--- config.mk ---
export PLATFORM = sky130hd
export DESIGN_NAME = framed_tx_fifo_with_rewind_flat
export DESIGN_NICKNAME = d
export VERILOG_FILES = /design/src/design/ftfr_pkg.sv /design/src/design/ftfr_if.sv /design/src/design/ftfr_ram.sv /design/src/design/ftfr_ctrl.sv /design/src/design/framed_tx_fifo_with_rewind.sv /design/src/flat_wrapper.sv
export SDC_FILE = /design/constraint.sdc
export NUM_CORES = 2
export LEC_CHECK = 0
export ABC_CLOCK_PERIOD_IN_PS = 6100
export CAP_MARGIN = 20
export CELL_PAD_IN_SITES_DETAIL_PLACEMENT = 2
export CELL_PAD_IN_SITES_GLOBAL_PLACEMENT = 2
export CORE_MARGIN = 10
export CORE_UTILIZATION = 50
export CTS_BUF_LIST = sky130_fd_sc_hd__clkbuf_4 sky130_fd_sc_hd__clkbuf_8 sky130_fd_sc_hd__clkbuf_16
export DETAILED_ROUTE_END_ITERATION = 7
export DONT_BUFFER_PORTS = 1
export PLACE_DENSITY = 0.79
export SLEW_MARGIN = 15
export SYNTH_ARGS = -nofsm -noshare
export SYNTH_HDL_FRONTEND = slang
export SYNTH_HIERARCHICAL = 1
export SYNTH_SLANG_ARGS = --single-unit
--- constraint.sdc ---
create_clock -name clk -period 6.1 [get_ports clk]
set_input_delay 0.915 -clock clk [delete_from_list [all_inputs] [get_ports clk]]
set_output_delay 0.915 -clock clk [all_outputs]
set_load 0.1 [all_outputs]
--- src/design/ftfr_pkg.sv ---
`timescale 1ns / 1ps
package ftfr_pkg;

  typedef enum logic [1:0] {
    MODE_PUSH   = 2'd0,
    MODE_POP    = 2'd1,
    MODE_REWIND = 2'd2,
    MODE_COMMIT = 2'd3
  } mode_t;

  typedef enum logic [1:0] {
    STATUS_OK    = 2'd0,
    STATUS_FULL  = 2'd1,
    STATUS_EMPTY = 2'd2
  } status_t;

  localparam int unsigned DATA_W      = 8;
  localparam int unsigned FIELD_W     = 9;
  // frame counter keeps full width so that the saturating decrement is exact
  localparam int unsigned FRAME_CNT_W = 32;

  typedef struct packed {
    logic                pop_ok;
    status_t             status;
    logic [FIELD_W-1:0]  frames;
    logic [FIELD_W-1:0]  bytes;
  } op_result_t;

endpackage

--- src/design/ftfr_if.sv ---
`timescale 1ns / 1ps
interface ftfr_req_if;
  logic       valid;
  logic       ready;
  logic [1:0] mode;
  logic [7:0] data_in;

  modport source (output valid, output mode, output data_in, input ready);
  modport sink   (input valid, input mode, input data_in, output ready);
endinterface

interface ftfr_rsp_if;
  logic       valid;
  logic       ready;
  logic [7:0] data_out;
  logic       frame_end;
  logic [1:0] status;
  logic [8:0] frames_waiting;
  logic [8:0] bytes_stored;

  modport source (output valid, output data_out, output frame_end, output status,
                  output frames_waiting, output bytes_stored, input ready);
  modport sink   (input valid, input data_out, input frame_end, input status,
                  input frames_waiting, input bytes_stored, output ready);
endinterface

--- src/design/ftfr_ram.sv ---
`timescale 1ns / 1ps
module ftfr_ram
  import ftfr_pkg::*;
#(
  parameter int unsigned DEPTH = 256,
  parameter int unsigned AW    = 8
) (
  input  logic              clk,
  input  logic              we,
  input  logic [AW-1:0]     waddr,
  input  logic [DATA_W-1:0] wdata,
  input  logic              re,
  input  logic [AW-1:0]     raddr,
  output logic [DATA_W-1:0] rdata
);

  logic [DATA_W-1:0] mem [DEPTH];

  always_ff @(posedge clk) begin
    if (we) begin
      mem[waddr] <= wdata;
    end
  end

  // hold the last read word while no read is issued
  always_ff @(posedge clk) begin
    if (re) begin
      rdata <= mem[raddr];
    end
  end

endmodule

--- src/design/ftfr_ctrl.sv ---
`timescale 1ns / 1ps
module ftfr_ctrl
  import ftfr_pkg::*;
#(
  parameter int unsigned DEPTH = 256,
  parameter int unsigned AW    = 8,
  parameter int unsigned CW    = 9
) (
  input  logic              clk,
  input  logic              rst,
  input  logic              accept,
  input  logic [1:0]        mode,
  input  logic [DATA_W-1:0] data_in,
  output logic              we,
  output logic [AW-1:0]     waddr,
  output logic              re,
  output logic [AW-1:0]     raddr,
  output op_result_t        result
);

  localparam logic [AW-1:0] LAST_POS = AW'(DEPTH - 1);
  localparam logic [CW-1:0] FULL_CNT = CW'(DEPTH);

  logic [AW-1:0]          write_pointer, write_pointer_next;
  logic [AW-1:0]          read_pointer, read_pointer_next;
  logic [AW-1:0]          mark_pointer, mark_pointer_next;
  logic [CW-1:0]          stored_count, stored_count_next;
  logic [CW-1:0]          pending_count, pending_count_next;
  logic [FRAME_CNT_W-1:0] frame_count, frame_count_next;
  logic [CW-1:0]          released;
  logic [31:0]            stored_wide;
  logic                   pop_ok;
  status_t                status;

  always_comb begin
    write_pointer_next = write_pointer;
    read_pointer_next  = read_pointer;
    mark_pointer_next  = mark_pointer;
    stored_count_next  = stored_count;
    pending_count_next = pending_count;
    frame_count_next   = frame_count;
    released           = pending_count;
    we                 = 1'b0;
    re                 = 1'b0;
    pop_ok             = 1'b0;
    status             = STATUS_OK;
    unique case (mode_t'(mode))
      MODE_PUSH: begin
        if (stored_count == FULL_CNT) begin
          status = STATUS_FULL;
        end else begin
          we                 = accept;
          write_pointer_next = (write_pointer == LAST_POS) ? '0 : write_pointer + 1'b1;
          stored_count_next  = stored_count + 1'b1;
          if (data_in == '0) begin
            frame_count_next = frame_count + 1'b1;
          end
        end
      end
      MODE_POP: begin
        if (pending_count >= stored_count) begin
          status = STATUS_EMPTY;
        end else begin
          re                 = accept;
          pop_ok             = 1'b1;
          read_pointer_next  = (read_pointer == LAST_POS) ? '0 : read_pointer + 1'b1;
          pending_count_next = pending_count + 1'b1;
        end
      end
      MODE_REWIND: begin
        read_pointer_next  = mark_pointer;
        pending_count_next = '0;
      end
      MODE_COMMIT: begin
        if (pending_count > stored_count) begin
          released = stored_count;
        end
        stored_count_next  = stored_count - released;
        mark_pointer_next  = read_pointer;
        pending_count_next = '0;
        if (frame_count != '0) begin
          frame_count_next = frame_count - 1'b1;
        end
        // buffer drained: align every pointer to the write position
        if (stored_count_next == '0) begin
          read_pointer_next = write_pointer;
          mark_pointer_next = write_pointer;
          frame_count_next  = '0;
        end
      end
      default: begin
      end
    endcase
  end

  assign waddr = write_pointer;
  assign raddr = read_pointer;

  always_ff @(posedge clk) begin
    if (rst) begin
      write_pointer <= '0;
      read_pointer  <= '0;
      mark_pointer  <= '0;
      stored_count  <= '0;
      pending_count <= '0;
      frame_count   <= '0;
    end else if (accept) begin
      write_pointer <= write_pointer_next;
      read_pointer  <= read_pointer_next;
      mark_pointer  <= mark_pointer_next;
      stored_count  <= stored_count_next;
      pending_count <= pending_count_next;
      frame_count   <= frame_count_next;
    end
  end

  assign stored_wide   = 32'(stored_count_next);
  assign result.pop_ok = pop_ok;
  assign result.status = status;
  assign result.frames = frame_count_next[FIELD_W-1:0];
  assign result.bytes  = stored_wide[FIELD_W-1:0];

endmodule

--- src/design/framed_tx_fifo_with_rewind.sv ---
`timescale 1ns / 1ps
// Path: an accepted request beat is registered in stage 1 together with the byte
// store read, then in the output register; stage 1 holds while the output stalls.
// Throughput: one request beat per cycle unless the output stalls; pointers update
// per accepted beat and the single write and read port of the byte store serve each
// beat once. Reset: synchronous, active high; clears pointers, counters and both stages.
// The byte store is not cleared; only written entries are ever read.
module framed_tx_fifo_with_rewind
  import ftfr_pkg::*;
#(
  parameter int unsigned DEPTH = 256
) (
  input  logic       clk,
  input  logic       rst,
  ftfr_req_if.sink   req,
  ftfr_rsp_if.source rsp
);

  localparam int unsigned AW = (DEPTH > 1) ? $clog2(DEPTH) : 1;
  localparam int unsigned CW = $clog2(DEPTH + 1);

  logic              accept;
  logic              we, re;
  logic [AW-1:0]     waddr, raddr;
  logic [DATA_W-1:0] rdata;
  op_result_t        result;

  logic              s1_valid;
  op_result_t        s1_result;
  logic              s1_advance;

  assign s1_advance = s1_valid && (!rsp.valid || rsp.ready);
  assign req.ready  = !s1_valid || s1_advance;
  assign accept     = req.valid && req.ready;

  ftfr_ctrl #(.DEPTH(DEPTH), .AW(AW), .CW(CW)) u_ctrl (
    .clk     (clk),
    .rst     (rst),
    .accept  (accept),
    .mode    (req.mode),
    .data_in (req.data_in),
    .we      (we),
    .waddr   (waddr),
    .re      (re),
    .raddr   (raddr),
    .result  (result)
  );

  ftfr_ram #(.DEPTH(DEPTH), .AW(AW)) u_ram (
    .clk   (clk),
    .we    (we),
    .waddr (waddr),
    .wdata (req.data_in),
    .re    (re),
    .raddr (raddr),
    .rdata (rdata)
  );

  // stage 1 waits for the read word
  always_ff @(posedge clk) begin
    if (rst) begin
      s1_valid <= 1'b0;
    end else if (accept) begin
      s1_valid <= 1'b1;
    end else if (s1_advance) begin
      s1_valid <= 1'b0;
    end
  end

  always_ff @(posedge clk) begin
    if (accept) begin
      s1_result <= result;
    end
  end

  always_ff @(posedge clk) begin
    if (rst) begin
      rsp.valid <= 1'b0;
    end else if (s1_advance) begin
      rsp.valid <= 1'b1;
    end else if (rsp.ready) begin
      rsp.valid <= 1'b0;
    end
  end

  always_ff @(posedge clk) begin
    if (s1_advance) begin
      rsp.data_out       <= s1_result.pop_ok ? rdata : '0;
      rsp.frame_end      <= s1_result.pop_ok && (rdata == '0);
      rsp.status         <= s1_result.status;
      rsp.frames_waiting <= s1_result.frames;
      rsp.bytes_stored   <= s1_result.bytes;
    end
  end

  a_accept_fills_stage: assert property (@(posedge clk) disable iff (rst)
    accept |=> s1_valid)
    else $error("accepted beat did not reach stage 1");

  a_stage_held: assert property (@(posedge clk) disable iff (rst)
    (s1_valid && !s1_advance) |=> (s1_valid && $stable(s1_result)))
    else $error("stalled stage 1 lost its beat");

  a_no_data_on_fail: assert property (@(posedge clk) disable iff (rst)
    (rsp.valid && (rsp.status != STATUS_OK)) |-> (rsp.data_out == '0 && !rsp.frame_end))
    else $error("failed operation returned data");

  a_frame_end_zero: assert property (@(posedge clk) disable iff (rst)
    (rsp.valid && rsp.frame_end) |-> (rsp.data_out == '0 && rsp.status == STATUS_OK))
    else $error("frame end flagged on non-terminator");

endmodule

--- src/flat_wrapper.sv ---
// flat-port wrapper written by rule: the top's interface ports become plain ports
module framed_tx_fifo_with_rewind_flat import ftfr_pkg::*;
#(
  parameter int unsigned DEPTH = 256
)
  (clk, rst, req_valid, req_mode, req_data_in, req_ready, rsp_valid, rsp_data_out, rsp_frame_end, rsp_status, rsp_frames_waiting, rsp_bytes_stored, rsp_ready);
  ftfr_req_if req_i ();
  ftfr_rsp_if rsp_i ();
  input  logic clk;
  input  logic rst;
  input wire logic [$bits(req_i.valid)-1:0] req_valid;
  input wire logic [$bits(req_i.mode)-1:0] req_mode;
  input wire logic [$bits(req_i.data_in)-1:0] req_data_in;
  output wire logic [$bits(req_i.ready)-1:0] req_ready;
  output wire logic [$bits(rsp_i.valid)-1:0] rsp_valid;
  output wire logic [$bits(rsp_i.data_out)-1:0] rsp_data_out;
  output wire logic [$bits(rsp_i.frame_end)-1:0] rsp_frame_end;
  output wire logic [$bits(rsp_i.status)-1:0] rsp_status;
  output wire logic [$bits(rsp_i.frames_waiting)-1:0] rsp_frames_waiting;
  output wire logic [$bits(rsp_i.bytes_stored)-1:0] rsp_bytes_stored;
  input wire logic [$bits(rsp_i.ready)-1:0] rsp_ready;
  assign req_i.valid = req_valid;
  assign req_i.mode = req_mode;
  assign req_i.data_in = req_data_in;
  assign req_ready = req_i.ready;
  assign rsp_valid = rsp_i.valid;
  assign rsp_data_out = rsp_i.data_out;
  assign rsp_frame_end = rsp_i.frame_end;
  assign rsp_status = rsp_i.status;
  assign rsp_frames_waiting = rsp_i.frames_waiting;
  assign rsp_bytes_stored = rsp_i.bytes_stored;
  assign rsp_i.ready = rsp_ready;
  framed_tx_fifo_with_rewind #(.DEPTH(DEPTH)) u_core (.clk(clk), .rst(rst), .req(req_i), .rsp(rsp_i));
endmodule
==> impl_metrics.toml <==
[layout]
final_area_mm2 = 0.09733
area_delta_synth_final_pct = 11.38
final_util = 0.5599
stdcell_count = 7246
drive_above_1_share = 0.2145
fin_nets = 4763

[setup_path]
critPathMaxStageDelay_ps = 590
path_class = "flop to flop"
endpoint_kind = "flop"
crit_chain = "inv_1 -> ha_1 -> and4_1 -> a21o_1 -> o21ai_0 -> a22o_2 -> nor2_1 -> a21oi_1 -> inv_1 -> fa_1 -> nand2b_1 -> a21oi_2 -> a41oi_1 -> or4_4 -> nand4_1 -> buf_4 -> nand3_1 -> o21a_1 -> o31ai_1"
crit_slowest_cell = "or4_4"
path_common_cell = "inv_1"
crit_fanout = 16
cp.required_ps = 6850
crit_family = "compound AO/OA/AOI/OAI gates"
start_kind = "flop"
arrival_ps = 6550
cp.buffers_inverters = 3

[synth]
yosys_warnings = 6
synth_edf_count = 2106
syn_avg_cell_area_um2 = 18.87
yosysTopAreaCellShare = 0.7237
ys.flop_type = "edfxtp_1"
synth-seq-area-share = 0.7412
syn_inst = 4631
yosysTopAreaCell = "edfxtp_1"
ys_top_cells_by_area = "edfxtp_1 (72%), mux4_2 (12%), dfxtp_1 (1.7%)"
ys_seq_elements = 2182
syn-num-nets = 4675
ys_types = 97
synthesis.area_mm2 = 0.08738
async_flop_share = 0

[global_route]
first_global_vias = 54030
grt_antenna_before_repair = 16
grt_max_degree = 258
grt_use_total = 0.3516
grt_pass1_wl_um = 477300
grt-ovfl-total = 0

[routing]
via_per_inst = 7.321
wl_um = 341200
detail-route-antenna-nets = 0
drc_errors = 0
wl_per_cell_um = 47.09
drt_iter0_drc = 8457
vias = 53050
first_pass_iters = 5

[die]
placement_rows = 153
dieArea_mm2 = 0.1919
die_w_um = 438.0
start_util = 0.5027
core_area_mm2 = 0.1738
die_h_um = 438.0
pin_count = 45

[placement]
dp_cells = 6802
gp_congestion = 0.8248
io_buffer_count = 0
dpl.hpwl_um = 191100
place_area_mm2 = 0.08976

[timing]
clock_skew_ps = 60.47
tns_ps = 0
fin_crit_ps = 5796
setup_violations = 0
drv_slew = 9
fin_crit_sh = 0.9502
hold_viol_final = 0
slew_headroom = -0.08578
max_freq_ghz = 0.1725
rsz0062_at_grt = "no"
worstMarginPinSlew_ps = 1623

[power_and_ir_drop]
p_leak_nw = 29.59
p_sw_frac = 0.2611
power_mw = 34.65
p_int_mw = 25.60
power_density_mw_per_mm2 = 356.0
power.switching_mw = 9.047
vdd_drop_max_v = 0.0003001
power_frac_comb = 0.101
clkPwrFrac = 0.416
power_frac_seq = 0.484

[run]
drv_cap = 1

[clock_tree]
cts_tree = "yes"
cts_sinks = 2182
cts_hold_buf = 0
clk_pin_slew_ps = 60
clock_path_buffers = 3
clk_latency_ps = 910
htreeDepth = 4
numCtsBuffers = 221
cts_root_buffer = "clkbuf_16"

[run_status]
status = "finished with violations"
violations = "max-capacitance violations, max-slew violations"

[hold_path]
min_path_type = "input pin to flop"
cells by family after synthesis:
group,count (synthesis),synth area share
XOR/XNOR,31,0.003107
AO/OA/AOI/OAI,637,0.05075
multiplexers,610,0.1354
flip-flops,2182,0.7412
AND/OR/NAND/NOR,810,0.04366
adder cells (fa/ha/maj),30,0.004382
buffers and inverters,331,0.02156
state kept, by name, summed over array words and instances (netlist names), 9 cells and up:
name                         count
u_core/rsp.bytes_stored          9
u_core/rsp.frames_waiting        9
u_core/s1_result                21
u_core/u_ctrl/frame_count       32
u_core/u_ctrl/pending_count      9
u_core/u_ctrl/stored_count       9
u_core/u_ram/mem              2048
path summary, 6_finish.rpt:
path | to | start | cells after the start | slack, ps
worst max-delay path | u_core/u_ctrl/frame_count[16] | u_core/u_ctrl/stored_count[2] | 19 | 300
worst min-delay path | u_core/s1_valid | rst | 1 | 130
worst max register to register | u_core/u_ctrl/frame_count[16] | u_core/u_ctrl/stored_count[2] | 19 | 300
worst min register to register | u_core/rsp.bytes_stored[5] | u_core/s1_result[5] | 0 | 420
synthesized netlist by cell type, types with 37 or more instances:
library cell and number:
dfxtp_1 76, nor2_1 389, a21oi_1 164, mux4_2 454
edfxtp_1 2106, clkbuf_1 141, mux2i_1 145, inv_1 43
o221ai_1 49, o21ai_0 55, buf_2 39, nand2_1 107
o22ai_1 37, nand3_1 67, buf_4 38, a22oi_1 140
nor3_1 55
layer usage:
| metal | global-route usage | wire [um] | vias up |
|---|---|---|---|
| met5 | 0 | 51 | - |
| met3 | 0.07028 | 32770 | 948 |
| met2 | 0.5568 | 161900 | 4156 |
| li1 | - | - | 19210 |
| met4 | 0.1607 | 18740 | 8 |
| met1 | 0.4728 | 127800 | 28720 |
area by class of cell:
| class | instances | area, um^2 |
|---|---|---|
| fill | 14550 | 76490 |
| sequential | 2182 | 64780 |
| multi-input combinational | 2118 | 20840 |
| clock buffer | 276 | 6068 |
| tap | 2325 | 2909 |
| timing repair buffer | 150 | 1269 |
| clock inverter | 138 | 1261 |
| inverter | 46 | 172.7 |
| antenna | 11 | 27.53 |
worst register-to-register path, stage by stage (launching register included):
cell and delay, ps:
dfxtp_1 500, inv_1 140, ha_1 340, and4_1 220, a21o_1 210, o21ai_0 230, a22o_2 380, nor2_1 70
a21oi_1 230, inv_1 120, fa_1 440, nand2b_1 220, a21oi_2 180, a41oi_1 180, or4_4 590, nand4_1 90
buf_4 320, nand3_1 530, o21a_1 390, o31ai_1 310
stage by stage:
| step | worst slack (ps) | hold slack (ps) |
|---|---|---|
| floorplan | 1236 | 400.3 |
| global placement | 684.2 | 405.6 |
| detailed placement | 516.8 | 407.4 |
| CTS | 292.0 | 82.90 |
| global route | 63.82 | 97.49 |
| finish | 303.8 | 126.9 |
what timing repair did:
item                       in CTS  in global routing
buffers inserted                0                  0
resized for setup               0                  1
setup endpoints to repair       0                 10
cells in the final DEF (no fill, tap or decap), types with 37 or more instances in the layout:
cell type / instances
o22ai_1: 37
mux4_2: 454
a21oi_1: 164
mux2i_1: 145
nand3_1: 67
buf_4: 132
inv_1: 43
a22oi_1: 140
dfxtp_1: 70
nand2_1: 107
clkbuf_4: 44
o21ai_0: 54
edfxtp_1: 2106
clkinv_2: 56
clkinv_1: 44
o221ai_1: 49
nor2_1: 373
nor3_1: 55
clkbuf_16: 226
power by group through the flow:
stage	Sequential [mW]	Clock (mW)	Combinational, mW
finish	16.8	14.4	3.49
global route	16.8	15.1	3.57
CTS	16.7	14.5	3.37
detailed placement	17.1	0	3.21
global placement	17.1	0	3.00
floorplan	17.0	0	2.20
(Power assumes the default switching activity.)
